===== src/sv/ggs_pkg.sv =====
// shared types, constants and register codes of the grid greeks stencil unit
package ggs_pkg;

   localparam int MAX_PRICE_POINTS_DEF = 1024;
   localparam int MAX_TIME_STEPS_DEF = 4096;
   localparam int VALUE_WIDTH_DEF = 32;

   localparam int RESULT_WIDTH = 48;
   localparam int PIDX_WIDTH = 11;
   localparam int TIDX_WIDTH = 12;
   localparam int PP_WIDTH = 11;
   localparam int TS_WIDTH = 13;
   localparam int REG_WIDTH = 32;
   localparam int CSR_INDEX_WIDTH = 3;
   localparam int DIGIT_WIDTH = 16;
   localparam int FRAC_SHIFT = 16;
   localparam int RSP_DEPTH = 2;

   localparam logic [CSR_INDEX_WIDTH-1:0] CSR_PRICE_POINTS = 3'd0;
   localparam logic [CSR_INDEX_WIDTH-1:0] CSR_TIME_STEPS = 3'd1;
   localparam logic [CSR_INDEX_WIDTH-1:0] CSR_PRICE_STEP = 3'd2;
   localparam logic [CSR_INDEX_WIDTH-1:0] CSR_INV_PRICE_STEP = 3'd3;
   localparam logic [CSR_INDEX_WIDTH-1:0] CSR_INV_PRICE_STEP_SQ = 3'd4;
   localparam logic [CSR_INDEX_WIDTH-1:0] CSR_VOLATILITY = 3'd5;
   localparam logic [CSR_INDEX_WIDTH-1:0] CSR_INV_TIME_STEP = 3'd6;

   localparam logic [PP_WIDTH-1:0] PRICE_POINTS_RST = 11'd100;
   localparam logic [TS_WIDTH-1:0] TIME_STEPS_RST = 13'd100;
   localparam logic [REG_WIDTH-1:0] PRICE_STEP_RST = 32'd131072;
   localparam logic [REG_WIDTH-1:0] INV_PRICE_STEP_RST = 32'd32768;
   localparam logic [REG_WIDTH-1:0] INV_PRICE_STEP_SQ_RST = 32'd16384;
   localparam logic [REG_WIDTH-1:0] VOLATILITY_RST = 32'd13107;
   localparam logic [REG_WIDTH-1:0] INV_TIME_STEP_RST = 32'd6553600;

   localparam logic KIND_GREEKS = 1'b0;
   localparam logic KIND_THETA = 1'b1;

   localparam logic signed [RESULT_WIDTH-1:0] SAT_MAX = {1'b0, {(RESULT_WIDTH-1){1'b1}}};
   localparam logic signed [RESULT_WIDTH-1:0] SAT_MIN = {1'b1, {(RESULT_WIDTH-1){1'b0}}};

   typedef struct packed {
      logic                           kind;
      logic [PIDX_WIDTH-1:0]          price_index;
      logic [TIDX_WIDTH-1:0]          time_index;
      logic signed [RESULT_WIDTH-1:0] delta;
      logic signed [RESULT_WIDTH-1:0] gamma;
      logic signed [RESULT_WIDTH-1:0] rho_term;
      logic signed [RESULT_WIDTH-1:0] vega_term;
      logic signed [RESULT_WIDTH-1:0] theta;
      logic                           last;
   } rsp_word_type;

   typedef struct packed {
      logic start;
      logic shift17;
   } mul_ctl_type;

   typedef struct packed {
      logic busy;
      logic done;
   } mul_sts_type;

   typedef struct packed {
      logic full;
      logic empty;
   } fifo_sts_type;

endpackage


===== src/sv/ggs_mul.sv =====
// digit-serial signed by unsigned multiplier with floor shift and 48-bit saturation
module ggs_mul #(
   parameter int A_WIDTH = ggs_pkg::RESULT_WIDTH,
   parameter int B_WIDTH = ggs_pkg::RESULT_WIDTH
) (
   input  logic                                    clock,
   input  logic                                    reset,
   input  ggs_pkg::mul_ctl_type                    ctl,
   input  logic signed [A_WIDTH-1:0]               op_a,
   input  logic [B_WIDTH-1:0]                      op_b,
   output ggs_pkg::mul_sts_type                    sts,
   output logic signed [ggs_pkg::RESULT_WIDTH-1:0] result
);

   localparam int DW = ggs_pkg::DIGIT_WIDTH;
   localparam int NDIG = (B_WIDTH + DW - 1) / DW;
   localparam int BPW = NDIG * DW;
   localparam int PW = A_WIDTH + BPW;
   localparam int CNTW = $clog2(NDIG + 1);
   localparam int RSW = ggs_pkg::RESULT_WIDTH;
   localparam int SH = ggs_pkg::FRAC_SHIFT;

   logic [A_WIDTH-1:0]    mag_ff;
   logic                  neg_ff;
   logic                  shift17_ff;
   logic [BPW-1:0]        dig_ff;
   logic [PW-1:0]         acc_ff;
   logic [CNTW-1:0]       cnt_ff;
   logic                  busy_ff;
   logic                  done_ff;
   logic signed [RSW-1:0] result_ff;

   logic [A_WIDTH-1:0]    mag_in;
   logic [A_WIDTH+DW-1:0] part;
   logic [PW-1:0]         acc_in;
   logic [PW-1:0]         quot;
   logic                  rem;
   logic                  over;
   logic [RSW-1:0]        mag_rnd;
   logic signed [RSW-1:0] result_in;

   assign mag_in = op_a[A_WIDTH-1] ? A_WIDTH'(-op_a) : A_WIDTH'(op_a);
   assign part = (A_WIDTH+DW)'(mag_ff) * (A_WIDTH+DW)'(dig_ff[BPW-1 -: DW]);
   assign acc_in = (acc_ff << DW) + PW'(part);

   // floor shift, then saturation on magnitude
   assign quot = shift17_ff ? (acc_ff >> (SH + 1)) : (acc_ff >> SH);
   assign rem = shift17_ff ? (|acc_ff[SH:0]) : (|acc_ff[SH-1:0]);
   assign over = |quot[PW-1:RSW-1];
   assign mag_rnd = quot[RSW-1:0] + RSW'(rem);

   always_comb begin
      if (!neg_ff) begin
         result_in = over ? ggs_pkg::SAT_MAX : signed'(quot[RSW-1:0]);
      end else begin
         result_in = over ? ggs_pkg::SAT_MIN : signed'(RSW'(0) - mag_rnd);
      end
   end

   always_ff @(posedge clock) begin
      if (reset) begin
         busy_ff <= 1'b0;
         done_ff <= 1'b0;
         cnt_ff  <= '0;
      end else begin
         if (ctl.start) begin
            mag_ff     <= mag_in;
            neg_ff     <= op_a[A_WIDTH-1];
            shift17_ff <= ctl.shift17;
            dig_ff     <= BPW'(op_b);
            acc_ff     <= '0;
            cnt_ff     <= CNTW'(NDIG);
            busy_ff    <= 1'b1;
            done_ff    <= 1'b0;
         end else if (busy_ff) begin
            if (cnt_ff != '0) begin
               acc_ff  <= acc_in;
               dig_ff  <= dig_ff << DW;
               cnt_ff  <= cnt_ff - CNTW'(1);
               done_ff <= 1'b0;
            end else begin
               result_ff <= result_in;
               done_ff   <= 1'b1;
               busy_ff   <= 1'b0;
            end
         end else begin
            done_ff <= 1'b0;
         end
      end
   end

   assign sts.busy = busy_ff;
   assign sts.done = done_ff;
   assign result = result_ff;

endmodule


===== config.mk =====
export PLATFORM = sky130hd
export DESIGN_NAME = ggs_mul
export DESIGN_NICKNAME = d
export VERILOG_FILES = /design/src/sv/ggs_pkg.sv /design/src/sv/ggs_mul.sv
export SDC_FILE = /design/constraint.sdc
export NUM_CORES = 2
export LEC_CHECK = 0
export ABC_AREA = 1
export BUFFER_PORTS_ARGS = -buffer_cell sky130_fd_sc_hd__buf_2
export CAP_MARGIN = 20
export CORE_MARGIN = 2
export CORE_UTILIZATION = 60
export CTS_CLUSTER_DIAMETER = 150
export DETAILED_ROUTE_END_ITERATION = 10
export PLACE_DENSITY = 0.77
export SYNTH_ARGS = -nofsm -noshare
export SYNTH_HDL_FRONTEND = slang
export SYNTH_SLANG_ARGS = --single-unit

===== constraint.sdc =====
create_clock -name clock -period 9.1 [get_ports clock]
set_input_delay 0.91 -clock clock [delete_from_list [all_inputs] [get_ports clock]]
set_output_delay 0.91 -clock clock [all_outputs]
set_load 0.05 [all_outputs]

# Yosys cells after proc, flatten, opt, wreduce, memory -nomap -nowiden
# Cells that the tools add are included.
word_totals:
  memories: 0
  latchBits: 0
  out_inout_bits: 50
  reg_bits: 246
  inputBits: 100
  rom_bits: 0
  ramBits: 0
op_classes:
  mul: 1
  n_lt_le_gt_ge: 0
  n_eq_ne: 0
  muxes: 18
  shifts: 0
  bitwise: 4
  div: 0
  n_reduce_logical: 11
  n_addsub: 5
op_table:
  columns: ["operator", "n"]
  rows:
  - ["2-to-1 mux 48 bit", 6]
  - ["2-to-1 mux 96 bit", 2]
  - ["adder 96 x 64 -> 96 bit", 1]
  - ["2-to-1 mux 80 bit", 1]
  - ["multiplier 48 x 16 -> 64 bit", 1]
  - ["OR reduction 49 bit", 1]
  - ["adder 48 x 1 -> 48 bit", 1]
  - ["negation 48 bit", 1]
  - ["subtractor 1 x 48 -> 48 bit, first input constant", 1]
  - ["2-to-1 mux 47 bit", 1]
  - ["OR reduction 17 bit", 1]
  - ["OR reduction 16 bit", 1]
  - ["2-to-1 mux 2 bit", 3]
  - ["nonzero test 2 bit", 3]
  - ["2-to-1 mux 1 bit", 5]
  - ["inverter 1 bit", 4]
  - ["AND reduction 2 bit", 2]
  - ["AND reduction 4 bit", 1]
  - ["AND reduction 3 bit", 1]
  - ["OR reduction 3 bit", 1]
  - ["subtractor 2 x 1 -> 2 bit, second input constant", 1]

# Logic depth before layout (Yosys ltp)
depth:
  word_depth: 6
  ltp_mapped: 30
  mapped_depth_nobuf: 29

# Worst setup path after synthesis
# No wires, ideal clock.
synth_path:
  path_type: "input-to-reg"
  start: "input port ctl[1] (netlist bit)"
  end: "register acc_ff[0] (enable)"
  arrival_ns: 7.357
  stages: 3
  t_required_ns: 8.450
  path_slack_ns: 1.093
  path_buffers: 1
  path_cell_list: "clkbuf_1 o21ai_0 nor2_1"
synth_between:
  elab_chain_len: 2
  elab_cells_between_ends: 3
  cone_classes: "3 x reduce/logical"
synth_rtl:
  columns: ["element", "line_no", "text"]
  rows:
  - ["from (decl)", "ggs_mul.sv:8", "input ggs_pkg::mul_ctl_type ctl,"]
  - ["nonzero test 2 bit (no source line)", null, null]
  - ["AND reduction 3 bit (no source line) *", null, null]
  - ["to (signal assigned)", "ggs_mul.sv:77", "acc_ff <= acc_in;"]
  - ["to (decl)", "ggs_mul.sv:27", "logic [PW-1:0] acc_ff;"]
# Mark *: on every way between the ends. The rest lies on a longest branch, timed or not.
# A chain may end at the register's enable or synchronous reset.

# Worst setup path in the final report
layout_path:
  start: "register dig_ff[33]"
  end: "register acc_ff[49] (data pin)"
layout_between:
  elab_chain_len: 4
layout_rtl:
  columns: ["element", "line_no", "text"]
  rows:
  - ["from (decl)", "ggs_mul.sv:26", "logic [BPW-1:0] dig_ff;"]
  - ["from (signal assigned)", "ggs_mul.sv:70", "dig_ff <= BPW'(op_b);"]
  - ["from (signal assigned)", "ggs_mul.sv:78", "dig_ff <= dig_ff << DW;"]
  - ["multiplier 48 x 16 -> 64 bit", "ggs_mul.sv:43", "assign part = (A_WIDTH+DW)'(mag_ff) * (A_WIDTH+DW)'(dig_ff[BPW-1 -: DW]);"]
  - ["adder 96 x 64 -> 96 bit", "ggs_mul.sv:44", "assign acc_in = (acc_ff << DW) + PW'(part);"]
  - ["2-to-1 mux 96 bit", "ggs_mul.sv:76", "if (cnt_ff != '0) begin"]
  - ["2-to-1 mux 96 bit", "ggs_mul.sv:75", "end else if (busy_ff) begin"]
# Every way passes these cells. The select of a mux whose other input is x is not followed.

==> run_results.csv <==
group,metric,value,unit
final_layout,layout-drive-gt1-share,5.18,%
floorplanning,die_w,277,um
timing,max_clock_freq,145,MHz
run,maxCapViolCount,0,
detailed_routing,antenna_left,0,
timing,skew,0.0249,ns
logic_synthesis,ys.flop_type,"edfxtp_1",
setup_path,worstSetupStartpointType,"register",
detailed_routing,drt_pass1_iterations,7,
logic_synthesis,syn_area_per_cell,7.14,um2
detailed_routing,routedWlPerCell,19.3,um
clocking,path_clk_slew,0.06,ns
clocking,cts_hold_buf,0,
floorplanning,dieArea,76600,um2
setup_path,cp_max_fo,48,
clocking,cts_inserted_buffers,35,
detailed_routing,vias_per_cell,5.43,
timing,maxSlewViolCount,0,
final_layout,area_delta_synth_final,5.64,%
setup_path,slowest_stage,"fa_1",
logic_synthesis,mappedNetlistNets,7246,
detailed_routing,drc_errors,0,
floorplanning,rows,100,
place,gp_congestion,1.01,
logic_synthesis,async_reset_ff_share,0,%
setup_path,reg2reg_from,"dig_ff[33]",
setup_path,r2r_end,"acc_ff[49]",
final_layout,finalNetCount,7236,
logic_synthesis,syn_inst,6254,
final_layout,mostFrequentLayoutCell,"nand2_1",
timing,rsz0062_at_grt,"false",
logic_synthesis,synth_cell_types,52,
clocking,cts.sinks,246,
timing,fin_ws,2.21,ns
logic_synthesis,yosysSeqAreaShare,16.4,%
clocking,post_cts_buffers,0,
timing,setup-violations-final,0,
clocking,cts_tree,"built",
min_path,holdPathStages,2,
floorplanning,die_h,277,um
setup_path,worst-setup-path-type,"reg2reg",
floorplanning,ioPinCount,150,
floorplanning,core_area,74100,um2
clocking,cts_resized,0,
status,status,"finished clean",
grt,grt_pass1_wl,220000,um
final_layout,mostFrequentLayoutCells,"nand2_1 (1955), inv_1 (1692), fa_1 (690)",
timing,tightest_slew,0.936,ns
place,pre_cts_ws,2.36,ns
setup_path,required,9.44,ns
timing,hold_viol,0,
clocking,cts_buffer_depth,3,
setup_path,reg2reg_depth,21,
place,io_buffers,149,
floorplanning,start_util,60.3,%
setup_path,cpPeakStageDelay,0.59,ns
grt,antenna_found_initial,1,
clocking,htree_levels,2,
grt,grt_pass1_vias,39200,
min_path,hp-class,"reg2reg",
detailed_routing,wl,139000,um
setup_path,cp_common_cell,"fa_1",
grt,gr-usage-all-layers,37.3,%
timing,fin_crit_sh,75.8,%
grt,overflow,0,
logic_synthesis,yosys_warnings,0,
clocking,clock_latency,0.58,ns
timing,fin_crit,6.89,ns
min_path,worstHoldStart,"cnt_ff[0]",
setup_path,end_kind,"register",
logic_synthesis,synth_edf_count,242,
setup_path,worstPathArrival,7.23,ns
clocking,cts_root_buffer,"clkbuf_16",
logic_synthesis,netlist_area,44700,um2
setup_path,r2r_slack,2.21,ns
setup_path,crit_chain,"buf_4 > nand2_1 > fa_1 > inv_1 > fa_1 > inv_1 > fa_1 > inv_1 > fa_1 > fa_1 > fa_1 > ha_1 > nand2_1 > nor2_1 > nand2_1 > nor2_1 > and3_1 > nand2_1 > nand3_2 > o21ai_0 > a21oi_1",
detailed_routing,drt_iter0_markers,3776,
logic_synthesis,synth-seq-cells,246,
min_path,min_delay_worst_endpoint,"cnt_ff[0]",
place,hpwlAfterDp,114000,um
detailed_routing,vias,39300,
grt,grt_max_degree,77,
timing,tns,0,ns
timing,timing.slew.headroom,36.9,%
==> per-stage QoR <==
step / util, % / hold WS, ns / std cells / area (um2)
2_1_floorplan: - / 0.439 / 6254 / 44700
3_3_place_gp: 62.1 / 0.454 / 7175 / 46000
3_5_place_dp: 62.1 / 0.476 / 7176 / 46000
4_1_cts: 63.7 / 0.484 / 7239 / 47200
5_1_grt: 63.7 / 0.502 / 7239 / 47200
6_report: 63.7 / 0.481 / 7240 / 47200
==> critical path: cells and delay by family, from the launching register on <==
kind	cells	cell delay [ns]
AO/OA/AOI/OAI	2	0.44
adder cells (fa/ha/maj)	7	3.61
buffers and inverters	4	0.64
flip-flops	1	0.32
AND/OR/NAND/NOR	8	1.54
==> routing by layer <==
| layer | global-route usage (%) | part of all wire [%] | up-vias |
|---|---|---|---|
| met1 | 50.5 | 40 | 18800 |
| met3 | 5.82 | 9.2 | 360 |
| met5 | 0 | 0 | - |
| li1 | - | - | 18200 |
| met2 | 59.1 | 45 | 2025 |
| met4 | 18.2 | 5.6 | 0 |
==> cells in the mapped netlist, types with 2 or more instances <==
master,count,share of area [%]
a211oi_1,3,0.050
a21oi_1,190,2.1
nor3_1,43,0.48
o21a_1,14,0.24
or2_1,2,0.028
nor3_2,6,0.13
buf_2,7,0.078
dfxtp_1,4,0.18
a21boi_0,2,0.034
nand3_2,18,0.40
o21ai_2,2,0.039
and3_1,3,0.042
inv_2,11,0.092
edfxtp_1,242,16
nor2_2,12,0.17
nor3b_1,3,0.050
xnor2_1,17,0.33
a31o_2,2,0.039
nor2_4,4,0.10
fa_1,690,31
a31oi_1,4,0.056
nor2_1,391,3.3
buf_1,7,0.059
buf_4,4,0.067
nand3b_1,14,0.24
o21bai_1,9,0.15
clkbuf_1,205,1.7
a21o_1,4,0.067
nand4_2,2,0.056
inv_1,1692,14
nand2_2,7,0.098
o21ai_0,192,2.2
nand3_1,140,1.6
or2_2,18,0.25
o21ai_1,36,0.40
nand4_1,36,0.50
nor4_1,13,0.18
ha_1,202,5.7
and2_1,4,0.056
nand2_1,1955,16
xor2_1,33,0.65
==> area by class of cell <==
type,instances,area [um2]
Multi-Input combinational cell,4079,30100
Fill cell,6629,26900
Sequential cell,246,7350
Inverter,1704,6400
Tap cell,969,1210
Timing Repair Buffer,178,976
Clock buffer,35,876
Clock inverter,28,322
Antenna cell,1,2.50
==> worst max-delay path by stage <==
stage,endpoint,cells past startpoint,slack (ns),from
floorplan,acc_ff[0],3,1.09,ctl[1]
global placement,acc_ff[44],21,2.34,mag_ff[38]
detailed placement,acc_ff[44],21,2.36,mag_ff[39]
CTS,acc_ff[44],21,2.36,mag_ff[39]
global route,acc_ff[75],25,1.94,dig_ff[42]
finish,acc_ff[49],21,2.21,dig_ff[33]
==> state kept, by name, summed over array words and instances (netlist names) <==
name / flops
cnt_ff: 2
mag_ff: 48
result: 48
done_ff: 1
busy_ff: 1
neg_ff: 1
shift17_ff: 1
acc_ff: 96
dig_ff: 48
==> kinds of logic after synthesis <==
family	count (synthesis)	synth area share (%)
simple gates	2676	24.2
buf+inv	1929	16.3
fa+ha+maj	892	36.6
compound gates	461	5.42
flops	246	16.4
xor+xnor	50	0.980
Power is not shown: default switching activity piles up to over one toggle a cycle in this logic, so the estimate is an artifact.
