==> config.mk <==
export PLATFORM = sky130hd
export DESIGN_NAME = ggs_rsp_fifo
export DESIGN_NICKNAME = d
export VERILOG_FILES = /design/src/sv/ggs_pkg.sv /design/src/sv/ggs_rsp_fifo.sv
export SDC_FILE = /design/constraint.sdc
export NUM_CORES = 1
export LEC_CHECK = 0
export BUFFER_PORTS_ARGS = -buffer_cell sky130_fd_sc_hd__clkbuf_2
export CAP_MARGIN = 25
export CORE_ASPECT_RATIO = 0.6
export CORE_MARGIN = 2
export CORE_UTILIZATION = 52
export DETAILED_ROUTE_END_ITERATION = 10
export HOLD_SLACK_MARGIN = 0.02
export PLACE_DENSITY = 0.85
export SLEW_MARGIN = 20
export SYNTH_ARGS = -nofsm -noshare
export SYNTH_HDL_FRONTEND = slang
export SYNTH_SLANG_ARGS = --single-unit
==> constraint.sdc <==
create_clock -name clock -period 37 [get_ports clock]
set_input_delay 7.4 -clock clock [delete_from_list [all_inputs] [get_ports clock]]
set_output_delay 7.4 -clock clock [all_outputs]
set_load 0.005 [all_outputs]
==> src/sv/ggs_pkg.sv <==
// shared types, constants and register codes of the grid greeks stencil unit
package ggs_pkg;

   localparam int MAX_PRICE_POINTS_DEF = 1024;
   localparam int MAX_TIME_STEPS_DEF = 4096;
   localparam int VALUE_WIDTH_DEF = 32;

   localparam int RESULT_WIDTH = 48;
   localparam int PIDX_WIDTH = 11;
   localparam int TIDX_WIDTH = 12;
   localparam int PP_WIDTH = 11;
   localparam int TS_WIDTH = 13;
   localparam int REG_WIDTH = 32;
   localparam int CSR_INDEX_WIDTH = 3;
   localparam int DIGIT_WIDTH = 16;
   localparam int FRAC_SHIFT = 16;
   localparam int RSP_DEPTH = 2;

   localparam logic [CSR_INDEX_WIDTH-1:0] CSR_PRICE_POINTS = 3'd0;
   localparam logic [CSR_INDEX_WIDTH-1:0] CSR_TIME_STEPS = 3'd1;
   localparam logic [CSR_INDEX_WIDTH-1:0] CSR_PRICE_STEP = 3'd2;
   localparam logic [CSR_INDEX_WIDTH-1:0] CSR_INV_PRICE_STEP = 3'd3;
   localparam logic [CSR_INDEX_WIDTH-1:0] CSR_INV_PRICE_STEP_SQ = 3'd4;
   localparam logic [CSR_INDEX_WIDTH-1:0] CSR_VOLATILITY = 3'd5;
   localparam logic [CSR_INDEX_WIDTH-1:0] CSR_INV_TIME_STEP = 3'd6;

   localparam logic [PP_WIDTH-1:0] PRICE_POINTS_RST = 11'd100;
   localparam logic [TS_WIDTH-1:0] TIME_STEPS_RST = 13'd100;
   localparam logic [REG_WIDTH-1:0] PRICE_STEP_RST = 32'd131072;
   localparam logic [REG_WIDTH-1:0] INV_PRICE_STEP_RST = 32'd32768;
   localparam logic [REG_WIDTH-1:0] INV_PRICE_STEP_SQ_RST = 32'd16384;
   localparam logic [REG_WIDTH-1:0] VOLATILITY_RST = 32'd13107;
   localparam logic [REG_WIDTH-1:0] INV_TIME_STEP_RST = 32'd6553600;

   localparam logic KIND_GREEKS = 1'b0;
   localparam logic KIND_THETA = 1'b1;

   localparam logic signed [RESULT_WIDTH-1:0] SAT_MAX = {1'b0, {(RESULT_WIDTH-1){1'b1}}};
   localparam logic signed [RESULT_WIDTH-1:0] SAT_MIN = {1'b1, {(RESULT_WIDTH-1){1'b0}}};

   typedef struct packed {
      logic                           kind;
      logic [PIDX_WIDTH-1:0]          price_index;
      logic [TIDX_WIDTH-1:0]          time_index;
      logic signed [RESULT_WIDTH-1:0] delta;
      logic signed [RESULT_WIDTH-1:0] gamma;
      logic signed [RESULT_WIDTH-1:0] rho_term;
      logic signed [RESULT_WIDTH-1:0] vega_term;
      logic signed [RESULT_WIDTH-1:0] theta;
      logic                           last;
   } rsp_word_type;

   typedef struct packed {
      logic start;
      logic shift17;
   } mul_ctl_type;

   typedef struct packed {
      logic busy;
      logic done;
   } mul_sts_type;

   typedef struct packed {
      logic full;
      logic empty;
   } fifo_sts_type;

endpackage

==> src/sv/ggs_rsp_fifo.sv <==
// two-entry response queue between the sequencer and the response channel
module ggs_rsp_fifo (
   input  logic                  clock,
   input  logic                  reset,
   input  logic                  push,
   input  ggs_pkg::rsp_word_type push_word,
   input  logic                  pop,
   output ggs_pkg::rsp_word_type head_word,
   output ggs_pkg::fifo_sts_type sts
);

   localparam int DEPTH = ggs_pkg::RSP_DEPTH;
   localparam int PTRW = $clog2(DEPTH);
   localparam int CNTW = $clog2(DEPTH + 1);

   ggs_pkg::rsp_word_type entry_ff [DEPTH];
   logic [PTRW-1:0]       wr_ptr_ff;
   logic [PTRW-1:0]       rd_ptr_ff;
   logic [CNTW-1:0]       count_ff;
   logic                  do_push;
   logic                  do_pop;

   assign sts.full = (count_ff == CNTW'(DEPTH));
   assign sts.empty = (count_ff == '0);
   assign do_push = push && !sts.full;
   assign do_pop = pop && !sts.empty;
   assign head_word = entry_ff[rd_ptr_ff];

   always_ff @(posedge clock) begin
      if (reset) begin
         wr_ptr_ff <= '0;
         rd_ptr_ff <= '0;
         count_ff  <= '0;
      end else begin
         if (do_push) begin
            entry_ff[wr_ptr_ff] <= push_word;
            wr_ptr_ff <= (wr_ptr_ff == PTRW'(DEPTH - 1)) ? '0 : wr_ptr_ff + PTRW'(1);
         end
         if (do_pop) begin
            rd_ptr_ff <= (rd_ptr_ff == PTRW'(DEPTH - 1)) ? '0 : rd_ptr_ff + PTRW'(1);
         end
         case ({do_push, do_pop})
            2'b10:   count_ff <= count_ff + CNTW'(1);
            2'b01:   count_ff <= count_ff - CNTW'(1);
            default: count_ff <= count_ff;
         endcase
      end
   end

endmodule
# After elaboration in Yosys (flattened, before gate mapping)
# Memories as Yosys holds them, arrays and structs flattened. A register that Yosys moved wholly into a read port is not among the register bits.
# Cells that the tools add are included.
# totals
regBits	4
n_memories	1
mem_bits_rw	530
elab_cells	25
# op_classes
eq_ne	3
addsub	4
n_mux	8
reduce_logical	6
# mem_list
name	words	word_bits	read_ports	rd_clocked_by_memory_dff	wr	line	source
entry_ff	2	265	1	1	1	ggs_rsp_fifo.sv:16	ggs_pkg::rsp_word_type entry_ff [DEPTH];
# ops
op	count
1-bit 2-to-1 mux	7
2-bit == test, second input constant	2
2-bit one-hot mux with 2 select lines	1
1-bit adder, second input constant	2
2-bit by 1-bit adder with 2-bit output, second input constant	1
2-bit by 1-bit == test with 1-bit output, second input constant	1
1-bit logical AND	2
1-bit zero test	2
2-bit zero test	1
2-bit nonzero test	1
2-bit by 1-bit subtractor with 2-bit output, second input constant	1

# Logic depth before layout (Yosys ltp)
# Gate-level depths: netlist of the first run.
# logic_depth
ltp_word	6
mapped_depth	6
depth_no_buf	6

# Worst setup path before layout of the first run
# OpenSTA, ideal clock, no wires.
# synth_path
kind	input-to-reg
start	in push
end	mem entry_ff[1][0] (netlist bit), enable pin
setup_time_ps	1275
arrival_ps	26561
required_time_ps	35725
path_stages	2
slack_ps	9164
path_cell_list	nand2b_1 > nor3b_1
# synth_via
elab_chain_cells	4
# synth_lines
element	line	source
start, declared	ggs_rsp_fifo.sv:5	input logic push,
1-bit logical AND	ggs_rsp_fifo.sv:25	assign do_push = push && !sts.full;
1-bit 2-to-1 mux	ggs_rsp_fifo.sv:35	if (do_push) begin
1-bit 2-to-1 mux	ggs_rsp_fifo.sv:30	if (reset) begin
1-bit 2-to-1 mux (implied by the code)	ggs_rsp_fifo.sv:36	entry_ff[wr_ptr_ff] <= push_word;
end, declared	ggs_rsp_fifo.sv:16	
# No other way between the ends.

==> results of run 1 <==
[metrics by stage]
stage	area [µm²]	power, µW	util (%)
3_3_place_gp	22500	1070	61.8
6_report	23900	1520	65.7
4_1_cts	23900	1540	65.7
3_5_place_dp	22500	1080	61.8
2_1_floorplan	19300	968	-
5_1_grt	23900	1590	65.7
[worst register-to-register path: cells and delay by family, from the launching register on]
| kind | cells | cell delay (ns) |
|---|---|---|
| simple gates | 3 | 0.57 |
| flops | 1 | 0.43 |
| buf+inv | 2 | 1.59 |
[metal layers]
| layer | global-route usage [%] | wire length [µm] | share of wire (%) | vias to the layer above |
|---|---|---|---|---|
| li1 | - | - | - | 4543 |
| met1 | 25.8 | 15600 | 37 | 4999 |
| met4 | 9.30 | 1720 | 4.0 | 2 |
| met2 | 36.4 | 21200 | 50 | 462 |
| met5 | 0 | 14 | 0.033 | - |
| met3 | 7.49 | 4160 | 9.7 | 99 |
[worst max path at each step]
| stage | start | end | slack [ns] | cells after the start |
|---|---|---|---|---|
| 5_1_grt | flop | head_word[124] | 25.70 | 4 |
| 3_3_place_gp | flop | head_word[124] | 26.64 | 4 |
| 4_1_cts | flop | head_word[125] | 25.93 | 4 |
| 3_5_place_dp | flop | head_word[124] | 26.55 | 4 |
| 2_1_floorplan | push | entry_ff[1][0] | 9.16 | 2 |
| 6_report | flop | head_word[124] | 25.95 | 4 |
[kinds of logic (layout without fill, tap and decap cells)]
group,Yosys count,in the layout,synth area share (%)
xor gates and xnor gates,3,3,0.136
other,0,1,0
AOI/OAI and AO/OA,5,5,0.143
adders and majority gates,1,1,0.0649
muxes,265,265,15.5
and+or+nand+nor,10,10,0.273
DFF,535,535,83.1
buffers and inverters,30,632,0.837
[sequential cells by signal, indices dropped and copies added, names as in the netlist, named ones only]
| signal | count |
|---|---|
| count_ff | 2 |
| entry_ff | 530 |
| rd_ptr_ff | 1 |
| wr_ptr_ff | 1 |
[synth_stat cells]
library cell,number,share of area [%]
or3_1,2,0.065
inv_1,1,0.019
nor2_1,4,0.078
xor2_1,1,0.045
nor3b_1,1,0.039
xnor2_1,2,0.091
nor2b_1,1,0.032
o21a_1,1,0.039
buf_2,24,0.62
nand2b_1,1,0.032
edfxtp_1,530,83
dfxtp_1,5,0.52
buf_4,5,0.19
nor3_1,1,0.026
mux2_2,265,15
a21oi_1,2,0.052
ha_1,1,0.065
o21ai_0,2,0.052
[final cells by class]
class	instances	area share (%)
Inverter	1	0.0157
Tap cell	476	2.49
Clock inverter	29	1.00
Sequential cell	535	66.9
Multi-Input combinational cell	284	13.0
Clock buffer	54	4.94
Antenna cell	1	0.0105
Timing Repair Buffer	548	11.6
[where the power goes]
part           leakage, µW  switching [µW]  total (µW)  internal (µW)
Combinational      0.00330             157         322            165
Sequential         0.00490            21.2         743            722
Clock             0.000688             208         458            251
Total              0.00889             385        1520           1140
[cells in the final DEF, fill, tap and decap left out]
cell | Yosys | final
bufinv_16 | 0 | 3
inv_6 | 0 | 2
mux2_2 | 265 | 265
ha_1 | 1 | 1
clkinvlp_4 | 0 | 3
o21ai_0 | 2 | 2
nor3b_2 | 0 | 1
edfxtp_1 | 530 | 530
clkbuf_1 | 0 | 8
inv_1 | 1 | 1
nand2b_1 | 1 | 1
clkbuf_2 | 0 | 535
or3_1 | 2 | 2
nor2b_1 | 1 | 1
buf_4 | 5 | 13
xor2_1 | 1 | 1
a21oi_1 | 2 | 2
clkinv_2 | 0 | 7
nor3_2 | 0 | 1
diode_2 | 0 | 1
dfxtp_4 | 0 | 1
o21a_1 | 1 | 1
dfxtp_1 | 5 | 4
nor2_1 | 4 | 4
clkinv_4 | 0 | 2
clkbuf_16 | 0 | 46
xnor2_1 | 2 | 2
clkinv_8 | 0 | 1
clkinv_1 | 0 | 11
==> flow_summary_export.csv, run 1 <==
group,metric,value,unit
route,viasPerCell,5.24,
setup_path,crit_type,"reg2out",
logic_synthesis,netlist_area,19300,µm²
final_layout,area_growth,24.1,%
hold_path,min_path_cells,2,
logic_synthesis,yosysWarnings,0,
logic_synthesis,syn-num-nets,1119,
logic_synthesis,synth_cell_types,18,
placed_design,port_buffers,535,
floorplanning,rows,54,
route,final_antenna_net_count,0,
cts,cts.sinks,535,
setup_path,crit_chain,"buf_4 -> buf_4 -> mux2_2 -> clkbuf_2",
run_status,status,"finished clean",
power,pwr_density_cell,63.7,nW/µm²
sta,timing.fmax,90.5,MHz
power,power_leakage,0.00889,µW
sta,period_needed,11.05,ns
hold_path,min_to,"rd_ptr_ff",
setup_path,slowest_delay,0.84,ns
global_route,grt_pass1_wl,63200,µm
global_route,grt_pass1_vias,10800,
floorplanning,die-height,153,µm
sta,timing.final.max_slew_violations,0,
power,peakVddDrop,0.0518,mV
global_route,grt_overflow,0,
global_route,grt_max_degree,77,
floorplanning,core,36400,µm²
route,drc,0,
setup_path,endpoint_kind,"output pin",
placed_design,post-dp-hpwl,29500,µm
cts,clock_latency,0.55,ns
placed_design,dp_cells,1844,
logic_synthesis,ys_ff_latch,535,
floorplanning,num_io_pins,536,
hold_path,hold_path_class,"reg2reg",
logic_synthesis,ys_seq_area_share,83.1,%
cts,cts_root_buf,"clkbuf_16",
sta,slew_headroom,31.0,%
floorplanning,initial_core_util,52.9,%
cts,cts_resized,0,
final_layout,fin_cells,1928,
route,finalWirelength,42700,µm
sta,worst_pin_slew,1.04,ns
cts,hold_buffers,0,
setup_path,crit_top_cell,"buf_4",
flow_run,drv_cap,0,
route,dr.pass1.iters,5,
final_layout,multiInputGateArea,3110,µm²
cts,cts_max_level,2,
global_route,antenna_found_initial,2,
route,wl_per_cell,22.2,µm
setup_path,rr_startpoint,"count_ff[0]",
setup_path,crit_arrival,3.65,ns
setup_path,cp-start-kind,"flop",
setup_path,cpLargestDelayFamily,"buffers and inverters",
sta,tns,0,ns
setup_path,critPathSlowestCell,"dfxtp_4",
route,vias,10100,
sta,hold_violations,0,
sta,finalClockSkew,0.0143,ns
cts,cts_setup_buffers,0,
placed_design,pre_cts_slack,26.55,ns
route,drt_iter0_markers,718,
placed_design,routabilityCongestion,0.881,
hold_path,hold_path.startpoint,"rd_ptr_ff",
final_layout,final_nets,1686,
sta,hold_ws,0.517,ns
setup_path,path_max_fanout,74,
setup_path,worstReg2RegEnd,"entry_ff[1][195]",
floorplanning,die-width,253,µm
logic_synthesis,syn-instance-count,849,
cts,cts.clk_slew.worst_paths,0.06,ns
sta,rsz0062_at_grt,"no",
final_layout,drive_gt1_share,60.6,%
sta,setup_ws,25.95,ns
setup_path,reg2reg_depth,5,
global_route,grt_usage,21.8,%
cts,cts_tree,"done",
setup_path,r2r_slack,33.99,ns
logic_synthesis,avgSynthCellArea,22.7,µm²
sta,setup_viol,0,
setup_path,critPathRequiredTime,29.60,ns
final_layout,n_fill_cell,2349,
cts,cts_buffers,46,
final_layout,ff_latch_area,16000,µm²
sta,post-route-period-util,29.9,%
floorplanning,dieArea,38700,µm²
cts,clockBufferDepth,3,
setup_path,crit_buf_inv,3,
(Power assumes the default switching activity.)
==> inputs of run 2 (changes only) <==
==> constraint.sdc (replaced) <==
create_clock -name clock -period 11.45 [get_ports clock]
set_input_delay 2.29 -clock clock [delete_from_list [all_inputs] [get_ports clock]]
set_output_delay 2.29 -clock clock [all_outputs]
set_load 0.005 [all_outputs]
==> run 2 against run 1 <==
Clock power rose to 3.4 times the previous value. Non-clock buffer count fell by 2. Via count fell by 0.50%. Wire length fell by 4.7%. Cell count rose by 0.10%. First-iteration DRC count rose by 5.8%. Sequential share of layout area fell by 0.33 points. Highest routed layer is now met4.
==> flow_summary_export.csv, run 2 (synthesis gave the netlist of run 1 again) <==
group,metric,value,unit
hold_path,hold_path.startpoint,"rd_ptr_ff",
setup_path,critPathSlowestCell,"buf_4",
setup_path,cp-start-kind,"flop",
setup_path,endpoint_kind,"output pin",
floorplanning,die-height,153,µm
power,seqPwrFrac,47.8,%
sta,worst_pin_slew,1.04,ns
cts,cts_setup_buffers,0,
power,switchingPower,1230,µW
sta,period_needed,4.94,ns
power,netSwitchingFraction,24.7,%
route,dr.pass1.iters,5,
global_route,gr-usage-met1,23.2,%
final_layout,reg_top3,"entry_ff (530), count_ff (2)",
setup_path,crit_arrival,2.65,ns
setup_path,crit_buf_inv,2,
final_layout,layout_common_cells,"clkbuf_2, edfxtp_1, mux2_2",
sta,post-route-period-util,43.1,%
cts,cts.sinks,535,
power,clockPowerShare,31.0,%
floorplanning,initial_core_util,52.9,%
placed_design,postPlaceCellArea,22500,µm²
setup_path,crit_chain,"buf_4 -> mux2_2 -> clkbuf_2",
placed_design,port_buffers,535,
global_route,grt_pass1_wl,59600,µm
final_layout,area_growth,24.7,%
power,pwr_density_cell,207,nW/µm²
cts,cts_buffers,47,
cts,clock_latency,0.55,ns
placed_design,routabilityCongestion,0.806,
cts,cts_resized,0,
cts,hold_buffers,0,
route,finalWirelength,40700,µm
setup_path,rr_startpoint,"count_ff[0]",
final_layout,drive_gt1_share,60.7,%
sta,timing.final.max_slew_violations,0,
route,final_antenna_net_count,0,
global_route,grt_pass1_vias,10600,
final_layout,n_fill_cell,2301,
power,p_comb_share,21.2,%
sta,setup_viol,0,
sta,finalClockSkew,0.0153,ns
global_route,met3_usage,6.61,%
cts,cts_tree,"done",
final_layout,largest_reg_flops,530,
route,vias,10100,
floorplanning,rows,54,
final_layout,fin_area,24000,µm²
sta,slew_headroom,30.6,%
sta,rsz0062_at_grt,"no",
sta,hold_violations,0,
setup_path,cpLargestDelayFamily,"buffers and inverters",
final_layout,regMostFlops,"entry_ff",
route,wl_per_cell,21.1,µm
hold_path,hold_path_class,"reg2reg",
global_route,busiest_layer,"met2",
placed_design,post-dp-hpwl,27800,µm
global_route,grt_max_degree,160,
final_layout,final_util,66.0,%
flow_run,drv_cap,0,
setup_path,path_max_fanout,74,
floorplanning,die-width,253,µm
route,drc,0,
cts,cts.clk_slew.worst_paths,0.06,ns
floorplanning,dieArea,38700,µm²
cts,clockBufferDepth,3,
power,peakVddDrop,0.155,mV
global_route,grt_overflow,0,
power,p_int,3760,µW
run_status,status,"finished clean",
final_layout,final_common_cell,"clkbuf_2",
final_layout,final_nets,1685,
setup_path,slowest_delay,0.82,ns
power,power_leakage,0.00895,µW
global_route,grt_util_met2,36.7,%
setup_path,crit_type,"reg2out",
route,viasPerCell,5.21,
floorplanning,core,36400,µm²
route,drt_iter0_markers,760,
floorplanning,num_io_pins,536,
cts,cts_root_buf,"clkbuf_16",
sta,timing.fmax,202,MHz
cts,cts_max_level,2,
global_route,antenna_found_initial,3,
setup_path,critPathRequiredTime,9.16,ns
global_route,grt_usage,20.5,%
## run 2: changes by cell type in the layout (fill, tap and decap cells not counted), sizes merged
cell	change
clkbuf	+7
clkinv	-6
buf	-2
bufinv	+2
clkinvlp	-2
diode	+2
inv	+1
## run 2: path summary, 6_finish.rpt
kind	end	slack, ns	cells after the start
worst max register to register	entry_ff[1][16]	8.31	5
worst min-delay path	flop	0.52	2
worst min register to register	flop	0.52	2
worst max-delay path	head_word[48]	6.51	3
## run 2: final cells by class
class,instances,area [µm²],share of cell area (%)
Multi-Input combinational cell,284,3130,13.0
Clock inverter,24,255,1.06
Antenna cell,3,7.51,0.0312
Sequential cell,535,16000,66.6
Inverter,1,3.75,0.0156
Clock buffer,61,1250,5.19
Tap cell,476,596,2.48
Timing Repair Buffer,546,2790,11.6
## run 2: power groups by stage
stage / clock network (µW) / logic [µW] / registers, µW
final: 1550 / 1060 / 2390
after global placement: 0 / 1040 / 2420
after detailed placement: 0 / 1050 / 2430
after floorplan: 0 / 622 / 2450
after global routing: 1650 / 1130 / 2400
after CTS: 1580 / 1060 / 2390
## run 2: through the flow
stage | TNS (ns) | hold WS [ns] | worst slack, ns | cells | total power [µW]
4_1_cts | 0 | 0.523 | 6.46 | 1926 | 5030
5_1_grt | 0 | 0.574 | 6.35 | 1930 | 5180
6_report | 0 | 0.520 | 6.51 | 1930 | 4990
3_5_place_dp | 0 | 0.510 | 6.52 | 1841 | 3490
3_3_place_gp | 0 | 0.499 | 6.59 | 1841 | 3460
2_1_floorplan | -974.30 | 0.471 | -1.84 | 849 | 3080
## run 2: layer usage
metal / routed length, µm / share of wire [%]
met5: 0 / 0
met4: 1020 / 2.5
met3: 3530 / 8.7
met1: 14700 / 36
met2: 21400 / 53
## run 2: tightest hold or removal path, cell delays in order (launching register included)
cell and delay (ns):
dfxtp_1 0.32, xnor2_1 0.09, nor2_1 0.08
